===== src/design/sm3_hash_stream_unit_macros.svh =====
// Assertion macros for the SM3 hash stream unit.
// Used by the top level only; no other dependencies.
`ifndef SM3_HASH_STREAM_UNIT_MACROS_SVH
`define SM3_HASH_STREAM_UNIT_MACROS_SVH
`ifndef ASSERT_OFF
// check that cond implies the next-cycle consequence
`define SM3HS_ASSERT_NEXT(label, clk, rst, cond, conseq) \
   label: assert property (@(posedge clk) disable iff (rst) (cond) |=> (conseq)) \
      else $error("sm3hs assertion failed");
// check that cond implies the same-cycle consequence
`define SM3HS_ASSERT_NOW(label, clk, rst, cond, conseq) \
   label: assert property (@(posedge clk) disable iff (rst) (cond) |-> (conseq)) \
      else $error("sm3hs assertion failed");
`else
`define SM3HS_ASSERT_NEXT(label, clk, rst, cond, conseq)
`define SM3HS_ASSERT_NOW(label, clk, rst, cond, conseq)
`endif
`endif


===== src/design/sm3hs_pkg.sv =====
`timescale 1ns / 1ps
// Shared types, constants and helper functions for the SM3 hash stream unit.
// No dependencies.
package sm3hs_pkg;

   typedef struct packed {
      logic [31:0] msg_word;
      logic [2:0]  valid_bytes;
      logic        final_word;
   } req_type;

   typedef struct packed {
      logic [31:0] digest_word;
      logic [2:0]  word_index;
      logic        run_last;
   } rsp_type;

   typedef logic [7:0][31:0] state_vec_type;

   typedef enum logic [5:0] {
      ST_IDLE  = 6'b000001,
      ST_PAD   = 6'b000010,
      ST_LOAD  = 6'b000100,
      ST_ROUND = 6'b001000,
      ST_FOLD  = 6'b010000,
      ST_OUT   = 6'b100000
   } fsm_type;

   localparam state_vec_type IV = {
      32'hB0FB0E4E, 32'hE38DEE4D, 32'h163138AA, 32'hA96F30BC,
      32'hDA8A0600, 32'h172442D7, 32'h4914B2B9, 32'h7380166F
   };
   localparam logic [31:0] T_LOW    = 32'h79CC4519;
   localparam logic [31:0] T_HIGH   = 32'h7A879D8A;
   localparam logic [31:0] PAD_MARK = 32'h80000000;
   localparam logic [3:0]  LAST_WORD = 4'd15;
   localparam logic [3:0]  LEN_HI_WORD = 4'd14;
   localparam logic [5:0]  LAST_ROUND = 6'd63;
   localparam logic [2:0]  LAST_DIGEST = 3'd7;

   function automatic logic [31:0] rotl(input logic [31:0] x, input logic [4:0] n);
      return (x << n) | (x >> (6'd32 - {1'b0, n}));
   endfunction

   function automatic logic [31:0] perm0(input logic [31:0] x);
      return x ^ rotl(x, 5'd9) ^ rotl(x, 5'd17);
   endfunction

   function automatic logic [31:0] perm1(input logic [31:0] x);
      return x ^ rotl(x, 5'd15) ^ rotl(x, 5'd23);
   endfunction

endpackage


===== src/design/sm3_hash_stream_unit.sv =====
`timescale 1ns / 1ps
// SM3 hash stream unit top level: block memory, padding, compression control.
// Depends on sm3hs_pkg, sm3hs_round and sm3_hash_stream_unit_macros.svh.
//
//   channel | ports            | moves
//   --------+------------------+-------------------------------------------
//   req     | req_valid/stall  | one message word, byte count, final flag
//   rsp     | rsp_valid/stall  | one digest word with index and last flag
//
// A non-final request writes one word to block memory; the sixteenth word of a
// block then starts the load of its sixteen words (registered reads), 64 rounds and a fold.
// The compression runs one round per cycle; no request is taken until after the fold.
// A final request adds padding writes, one or two compressions and eight responses.
// Reset restores the initial vector and clears the byte count.
// req_stall is high whenever the unit is not idle; a stalled response holds.
`include "sm3_hash_stream_unit_macros.svh"
module sm3_hash_stream_unit (
   input  logic               clock,
   input  logic               reset,
   input  logic               req_valid,
   output logic               req_stall,
   input  sm3hs_pkg::req_type req_data,
   output logic               rsp_valid,
   input  logic               rsp_stall,
   output sm3hs_pkg::rsp_type rsp_data
);
   import sm3hs_pkg::*;

   fsm_type       state_ff, state_in;
   state_vec_type chain_ff, chain_in;
   state_vec_type work_ff, work_in;
   logic [60:0]   total_ff, total_in;
   logic [3:0]    widx_ff, widx_in;
   logic [4:0]    ld_cnt_ff, ld_cnt_in;
   logic          ld_vld_ff;
   logic [5:0]    round_ff, round_in;
   logic [2:0]    out_idx_ff, out_idx_in;
   logic          fin_ff, fin_in;
   logic          mark_ff, mark_in;
   logic          need_len_ff, need_len_in;
   logic          len_done_ff, len_done_in;

   logic [31:0]   blk_mem [16];
   logic [31:0]   rd_data_ff;
   logic          mem_we;
   logic [31:0]   mem_wdata;

   logic [31:0]   win_ff [16];
   logic          win_shift;
   logic [31:0]   win_new;

   state_vec_type v_nxt;
   logic [31:0]   w_new;
   logic          req_take;
   logic [2:0]    nbytes;
   logic [31:0]   fin_word;
   logic [63:0]   bit_len;

   logic          round_end;
   logic          digest_end;
   logic          unit_clear;

   sm3hs_round u_round (
      .v_cur (work_ff),
      .round (round_ff),
      .w_j   (win_ff[0]),
      .w_j3  (win_ff[3]),
      .w_j4  (win_ff[4]),
      .w_j7  (win_ff[7]),
      .w_j10 (win_ff[10]),
      .w_j13 (win_ff[13]),
      .v_nxt (v_nxt),
      .w_new (w_new)
   );

   assign req_stall = (state_ff != ST_IDLE);
   assign req_take  = req_valid && !req_stall;
   assign rsp_valid = (state_ff == ST_OUT);
   assign rsp_data.digest_word = chain_ff[out_idx_ff];
   assign rsp_data.word_index  = out_idx_ff;
   assign rsp_data.run_last    = (out_idx_ff == LAST_DIGEST);
   assign bit_len = {total_ff, 3'b000};

   // clamp the final byte count; build the closing word, with a pad mark if partial
   always_comb begin
      nbytes = (req_data.valid_bytes > 3'd4) ? 3'd4 : req_data.valid_bytes;
      case (nbytes)
         3'd0:    fin_word = PAD_MARK;
         3'd1:    fin_word = (req_data.msg_word & 32'hFF000000) | (PAD_MARK >> 8);
         3'd2:    fin_word = (req_data.msg_word & 32'hFFFF0000) | (PAD_MARK >> 16);
         3'd3:    fin_word = (req_data.msg_word & 32'hFFFFFF00) | (PAD_MARK >> 24);
         default: fin_word = req_data.msg_word;
      endcase
   end

   // sequence padding, compression and digest output
   always_comb begin
      state_in    = state_ff;
      chain_in    = chain_ff;
      work_in     = work_ff;
      total_in    = total_ff;
      widx_in     = widx_ff;
      ld_cnt_in   = ld_cnt_ff;
      round_in    = round_ff;
      out_idx_in  = out_idx_ff;
      fin_in      = fin_ff;
      mark_in     = mark_ff;
      need_len_in = need_len_ff;
      len_done_in = len_done_ff;
      mem_we      = 1'b0;
      mem_wdata   = req_data.msg_word;
      win_shift   = 1'b0;
      win_new     = rd_data_ff;
      case (state_ff)
         ST_IDLE: begin
            if (req_take) begin
               mem_we  = 1'b1;
               widx_in = widx_ff + 4'd1;
               if (req_data.final_word) begin
                  mem_wdata   = fin_word;
                  total_in    = total_ff + {58'd0, nbytes};
                  fin_in      = 1'b1;
                  mark_in     = (nbytes != 3'd4);
                  need_len_in = (nbytes != 3'd4) && (widx_ff < LEN_HI_WORD);
                  len_done_in = 1'b0;
                  state_in    = (widx_ff == LAST_WORD) ? ST_LOAD : ST_PAD;
               end else begin
                  total_in = total_ff + 61'd4;
                  fin_in   = 1'b0;
                  if (widx_ff == LAST_WORD) state_in = ST_LOAD;
               end
               ld_cnt_in = 5'd0;
            end
         end
         ST_PAD: begin
            mem_we    = 1'b1;
            widx_in   = widx_ff + 4'd1;
            mem_wdata = 32'd0;
            if (!mark_ff) begin
               mem_wdata = PAD_MARK;
               mark_in   = 1'b1;
               need_len_in = (widx_ff < LEN_HI_WORD);
            end else if (need_len_ff && widx_ff == LEN_HI_WORD) begin
               mem_wdata = bit_len[63:32];
            end else if (need_len_ff && widx_ff == LAST_WORD) begin
               mem_wdata   = bit_len[31:0];
               len_done_in = 1'b1;
            end
            ld_cnt_in = 5'd0;
            if (widx_ff == LAST_WORD) state_in = ST_LOAD;
         end
         ST_LOAD: begin
            work_in   = chain_ff;
            win_shift = ld_vld_ff;
            if (ld_cnt_ff[4]) begin
               round_in = 6'd0;
               state_in = ST_ROUND;
            end else begin
               ld_cnt_in = ld_cnt_ff + 5'd1;
            end
         end
         ST_ROUND: begin
            work_in   = v_nxt;
            win_shift = 1'b1;
            win_new   = w_new;
            round_in  = round_ff + 6'd1;
            if (round_ff == LAST_ROUND) state_in = ST_FOLD;
         end
         ST_FOLD: begin
            chain_in = chain_ff ^ work_ff;
            if (!fin_ff) begin
               state_in = ST_IDLE;
            end else if (len_done_ff) begin
               out_idx_in = 3'd0;
               state_in   = ST_OUT;
            end else begin
               if (mark_ff) need_len_in = 1'b1;
               state_in = ST_PAD;
            end
         end
         ST_OUT: begin
            if (!rsp_stall) begin
               out_idx_in = out_idx_ff + 3'd1;
               if (out_idx_ff == LAST_DIGEST) begin
                  chain_in = IV;
                  total_in = 61'd0;
                  widx_in  = 4'd0;
                  fin_in   = 1'b0;
                  state_in = ST_IDLE;
               end
            end
         end
         default: state_in = ST_IDLE;
      endcase
   end

   // control registers
   always_ff @(posedge clock) begin
      if (reset) begin
         state_ff    <= ST_IDLE;
         chain_ff    <= IV;
         total_ff    <= 61'd0;
         widx_ff     <= 4'd0;
         ld_cnt_ff   <= 5'd0;
         ld_vld_ff   <= 1'b0;
         round_ff    <= 6'd0;
         out_idx_ff  <= 3'd0;
         fin_ff      <= 1'b0;
         mark_ff     <= 1'b0;
         need_len_ff <= 1'b0;
         len_done_ff <= 1'b0;
      end else begin
         state_ff    <= state_in;
         chain_ff    <= chain_in;
         total_ff    <= total_in;
         widx_ff     <= widx_in;
         ld_cnt_ff   <= ld_cnt_in;
         ld_vld_ff   <= (state_ff == ST_LOAD) && !ld_cnt_ff[4];
         round_ff    <= round_in;
         out_idx_ff  <= out_idx_in;
         fin_ff      <= fin_in;
         mark_ff     <= mark_in;
         need_len_ff <= need_len_in;
         len_done_ff <= len_done_in;
      end
   end

   // working variables
   always_ff @(posedge clock) begin
      work_ff <= work_in;
   end

   // block memory: one write port, one registered read port
   always_ff @(posedge clock) begin
      if (mem_we) blk_mem[widx_ff] <= mem_wdata;
      rd_data_ff <= blk_mem[ld_cnt_ff[3:0]];
   end

   // expansion window: shift towards slot 0, append at slot 15
   always_ff @(posedge clock) begin
      if (win_shift) begin
         for (int i = 0; i < 15; i++) win_ff[i] <= win_ff[i + 1];
         win_ff[15] <= win_new;
      end
   end

   // conditions watched by the checks below
   assign round_end  = (state_ff == ST_ROUND) && (round_ff == LAST_ROUND);
   assign digest_end = rsp_valid && rsp_data.run_last && !rsp_stall;
   assign unit_clear = (state_ff == ST_IDLE) && (total_ff == 61'd0) && (widx_ff == 4'd0);

   `SM3HS_ASSERT_NEXT(a_last_round_folds, clock, reset, round_end, state_ff == ST_FOLD)
   `SM3HS_ASSERT_NOW(a_round_starts_at_zero, clock, reset, $rose(state_ff == ST_ROUND), round_ff == 6'd0)
   `SM3HS_ASSERT_NEXT(a_digest_end_clears, clock, reset, digest_end, unit_clear)

endmodule


===== src/design/sm3hs_round.sv =====
`timescale 1ns / 1ps
// One SM3 compression round plus one message expansion step.
// Depends on sm3hs_pkg.
module sm3hs_round (
   input  sm3hs_pkg::state_vec_type v_cur,
   input  logic [5:0]               round,
   input  logic [31:0]              w_j,
   input  logic [31:0]              w_j3,
   input  logic [31:0]              w_j4,
   input  logic [31:0]              w_j7,
   input  logic [31:0]              w_j10,
   input  logic [31:0]              w_j13,
   output sm3hs_pkg::state_vec_type v_nxt,
   output logic [31:0]              w_new
);
   import sm3hs_pkg::*;

   logic        early;
   logic [31:0] tj, a12, ss1, ss2, ff, gg, tt1, tt2;

   // compute round terms
   always_comb begin
      early = (round[5:4] == 2'b00);
      tj    = early ? T_LOW : T_HIGH;
      a12   = rotl(v_cur[0], 5'd12);
      ss1   = rotl(a12 + v_cur[4] + rotl(tj, round[4:0]), 5'd7);
      ss2   = ss1 ^ a12;
      if (early) begin
         ff = v_cur[0] ^ v_cur[1] ^ v_cur[2];
         gg = v_cur[4] ^ v_cur[5] ^ v_cur[6];
      end else begin
         ff = (v_cur[0] & v_cur[1]) | (v_cur[0] & v_cur[2]) | (v_cur[1] & v_cur[2]);
         gg = (v_cur[4] & v_cur[5]) | (~v_cur[4] & v_cur[6]);
      end
      tt1 = ff + v_cur[3] + ss2 + (w_j ^ w_j4);
      tt2 = gg + v_cur[7] + ss1 + w_j;
   end

   // advance working variables
   always_comb begin
      v_nxt[0] = tt1;
      v_nxt[1] = v_cur[0];
      v_nxt[2] = rotl(v_cur[1], 5'd9);
      v_nxt[3] = v_cur[2];
      v_nxt[4] = perm0(tt2);
      v_nxt[5] = v_cur[4];
      v_nxt[6] = rotl(v_cur[5], 5'd19);
      v_nxt[7] = v_cur[6];
   end

   // expand the next message word
   assign w_new = perm1(w_j ^ w_j7 ^ rotl(w_j13, 5'd15)) ^ rotl(w_j3, 5'd7) ^ w_j10;

endmodule

===== config.mk =====
export PLATFORM = sky130hd
export DESIGN_NAME = sm3_hash_stream_unit
export DESIGN_NICKNAME = d
export VERILOG_FILES = /design/src/design/sm3hs_pkg.sv /design/src/design/sm3_hash_stream_unit.sv /design/src/design/sm3hs_round.sv
export VERILOG_INCLUDE_DIRS = /design/src /design/src/design
export SDC_FILE = /design/constraint.sdc
export NUM_CORES = 2
export LEC_CHECK = 0
export ABC_AREA = 1
export BUFFER_PORTS_ARGS = -buffer_cell sky130_fd_sc_hd__clkbuf_2
export CAP_MARGIN = 20
export CELL_PAD_IN_SITES_DETAIL_PLACEMENT = 1
export CELL_PAD_IN_SITES_GLOBAL_PLACEMENT = 1
export CORE_MARGIN = 10
export CORE_UTILIZATION = 50
export DETAILED_ROUTE_END_ITERATION = 10
export PLACE_DENSITY_LB_ADDON = 0.1
export SLEW_MARGIN = 20
export SYNTH_ARGS = -nofsm -noshare
export SYNTH_HDL_FRONTEND = slang
export SYNTH_SLANG_ARGS = --single-unit

===== constraint.sdc =====
create_clock -name clock -period 23.6 [get_ports clock]
set_input_delay 4.72 -clock clock [delete_from_list [all_inputs] [get_ports clock]]
set_output_delay 4.72 -clock clock [all_outputs]
set_load 0.05 [all_outputs]

==> metrics.cfg <==
[power_and_ir_drop]
powerDensity_nw_per_um2=69.6
vdd_drop_max_uv=74.5
p_leak_nw=35.0

[placement]
place_area_um2=84500
gp_congestion=1.02
hpwl_mm=234
io_buffer_count=77

[cts]
cts_num_sinks=1658
cts_setup_buffers=0
cts_root_buf=clkbuf_16
ctsHtreeMaxLevel=4
ctsHoldBuffers=0
clock_latency_ps=860
cts_buffer_depth=3
cts_tree=built
cts.clk_slew.worst_paths_ps=60
cts.repair.resized=0
cts_buffers=173

[synth]
syn_avg_cell_area_um2=9.91
synth_cell_types=62
ys.flop_type=edfxtp_1
syn_nets=8595
synth_top_cell_area_share_pct=47.0
yosys.area.top_type=edfxtp_1
syn-cell-area_um2=81800
synth_warnings=0
ys_seq_area_share_pct=56.2
ys_async_sr_fraction_pct=0
synth_enable_flop_cells=1280
ys_ff_latch=1658
syn_inst=8255
synth.area.top_cells=edfxtp_1, dfxtp_1, nand2_1, o21ai_0, fa_1

[routing]
drt_iter0_drc=7071
via_count=65200
drc=0
dr.pass1.iters=8
ant_nets=0
via_per_inst=6.16
wire_per_inst_um=31.3
finalWirelength_mm=331

[global_routing]
antenna_found_initial=14
first_global_vias=67000
grt_use_total_pct=35.8
grt_pass1_wl_mm=472
overflow=0
grt_max_degree=150

[worst_setup_path]
path_max_fanout=26
worstPathArrival_ps=10520
critPathSlowestCell=dfxtp_1
reg2reg_to=work_ff[23]$_DFFE_PP_
cpPeakStageDelay_ps=640
critical_path_class=reg2reg
crit_start=round_ff[0]$_SDFFE_PP0P_
worstRegToRegCells=36
crit_path_end=work_ff[23]$_DFFE_PP_
cp_data_required_time_ps=24140
timing.rr.start=round_ff[0]$_SDFFE_PP0P_
cp_common_cell=nand2_1
endpoint_kind=flop
r2r_slack_ps=13630
startpoint_type=flop

[floorplanning]
dieArea_um2=180000
ios=78
initial_core_util_pct=50.3
rows=148
coreArea_um2=163000
chipWidth_um=424
die_h_um=424

[cells_and_area]
drive_above_1_share_pct=6.73
area_growth_syn_to_layout_pct=10.6
nNetsFinal=8601
stdcell_area_um2=90400
fill_cells=17700

[timing]
tightest_slew_ps=1220
hold_viol_final=0
period_needed_ps=9970
clock-skew-final_ps=50.1
grt_setup_unrepaired=no
totalNegativeSetupSlack_ps=0
slew_violations=0
max-slew-margin-rel_pct=18.2
holdWs_ps=410
finalSetupViolCount=0
max_freq_ghz=0.100
finalCritPeriodShare_pct=42.3

[min_path]
hp-class=reg2reg
hold_depth=0

[run]
maxCapViolCount=0

[status]
outcome=completed

==> power by group <==
part	total [mW]	leakage [nW]	internal, mW	switching (mW)
clock	2.88	2.84	1.62	1.26
sequential	3.20	14.6	3.18	0.0192
combinational	0.218	17.6	0.0456	0.172
==> how the worst min path moves through the flow <==
stage	from	to	slack [ps]
floorplan	win_ff[0][32]$_DFFE_PP_	win_ff[0][0]$_DFFE_PP_	400
global placement	win_ff[1][232]$_DFFE_PP_	win_ff[1][200]$_DFFE_PP_	400
detailed placement	win_ff[1][243]$_DFFE_PP_	win_ff[1][211]$_DFFE_PP_	410
CTS	win_ff[1][114]$_DFFE_PP_	win_ff[1][82]$_DFFE_PP_	410
global route	win_ff[0][81]$_DFFE_PP_	win_ff[0][49]$_DFFE_PP_	420
finish	win_ff[1][219]$_DFFE_PP_	win_ff[1][187]$_DFFE_PP_	410
==> cells in the final DEF, fill, tap and decap left out, drive strengths merged, types with 10 or more instances in the layout <==
cell type and count:
xnor2 78, a221oi 27, a21o 10, bufinv 19, nand2 1385, clkinvlp 15
nor2 627, nor4 18, fa 189, dfxtp 378, o211ai 29, edfxtp 1280
a21oi 375, o21bai 15, o32ai 76, o22ai 11, ha 111, buf 111
o21a 17, nand3b 51, nor3 67, o21ai 985, mux2i 57, clkbuf 296
xor2 263, inv 1010, or2 24, clkinv 71, a31oi 147, o221ai 72
nand4 59, nand3 492
==> metrics by stage <==
stage	power [mW]	worst slack [ps]	std cells	utilization, %
floorplan	3.36	10350	8255	-
global placement	3.46	13930	10300	51.9
detailed placement	3.47	13910	10300	51.9
CTS	6.31	13810	10600	55.5
global route	6.44	13000	10600	55.6
finish	6.30	13630	10600	55.6
==> flip-flops by register name (all words and copies together) (netlist names), 5 cells and up <==
name        cells
blk_mem       512
chain_ff      256
ld_cnt_ff       5
rd_data_ff     32
round_ff        6
state_ff        6
total_ff       61
win_ff        512
work_ff       256
==> routing by layer <==
layer | share of wire (%) | global-route usage, %
met4 | 7.4 | 22.2
met1 | 38 | 44.0
met5 | 0.024 | 0
met3 | 6.4 | 5.39
met2 | 48 | 59.4
==> logic make-up (layout without fill, tap and decap cells) <==
family	after synthesis	count (layout)	share of synthesized area [%]
buf+inv	1365	1522	6.46
fa+ha+maj	300	300	6.32
mux	57	57	0.697
compound gates	1797	1797	12.4
other cells	0	5	0
flops	1658	1658	56.2
simple gates	2734	2734	14.2
xor+xnor	344	344	3.73
==> worst max-delay path, delay by kind of cell (launching register included) <==
| kind | cells | cell delay [ps] |
|---|---|---|
| and+or+nand+nor | 12 | 2020 |
| DFF | 1 | 640 |
| xor gates and xnor gates | 1 | 270 |
| adders and majority gates | 6 | 2310 |
| AOI/OAI and AO/OA | 12 | 3250 |
| buffers and inverters | 5 | 1160 |
==> area by class of cell <==
| class | count | area, µm² | share of cell area [%] |
|---|---|---|---|
| sequential | 1658 | 46000 | 50.9 |
| multi-input combinational | 5232 | 30700 | 34.0 |
| clock buffer | 219 | 4650 | 5.14 |
| inverter | 1008 | 3810 | 4.21 |
| tap | 2175 | 2720 | 3.01 |
| timing repair buffer | 188 | 1270 | 1.40 |
| clock inverter | 107 | 1230 | 1.36 |
| antenna | 5 | 12.5 | 0.0138 |
==> synthesized netlist by cell type, drive strengths merged (67+ instances only) <==
library cell / instances
xnor2: 78
buf: 99
fa: 189
nand2: 1385
a31oi: 147
nor2: 627
o221ai: 72
dfxtp: 378
nor3: 67
nand3: 492
inv: 1005
edfxtp: 1280
ha: 111
o32ai: 76
o21ai: 985
xor2: 263
a21oi: 375
clkbuf: 258
No activity file was read; power rests on OpenSTA's default activity.
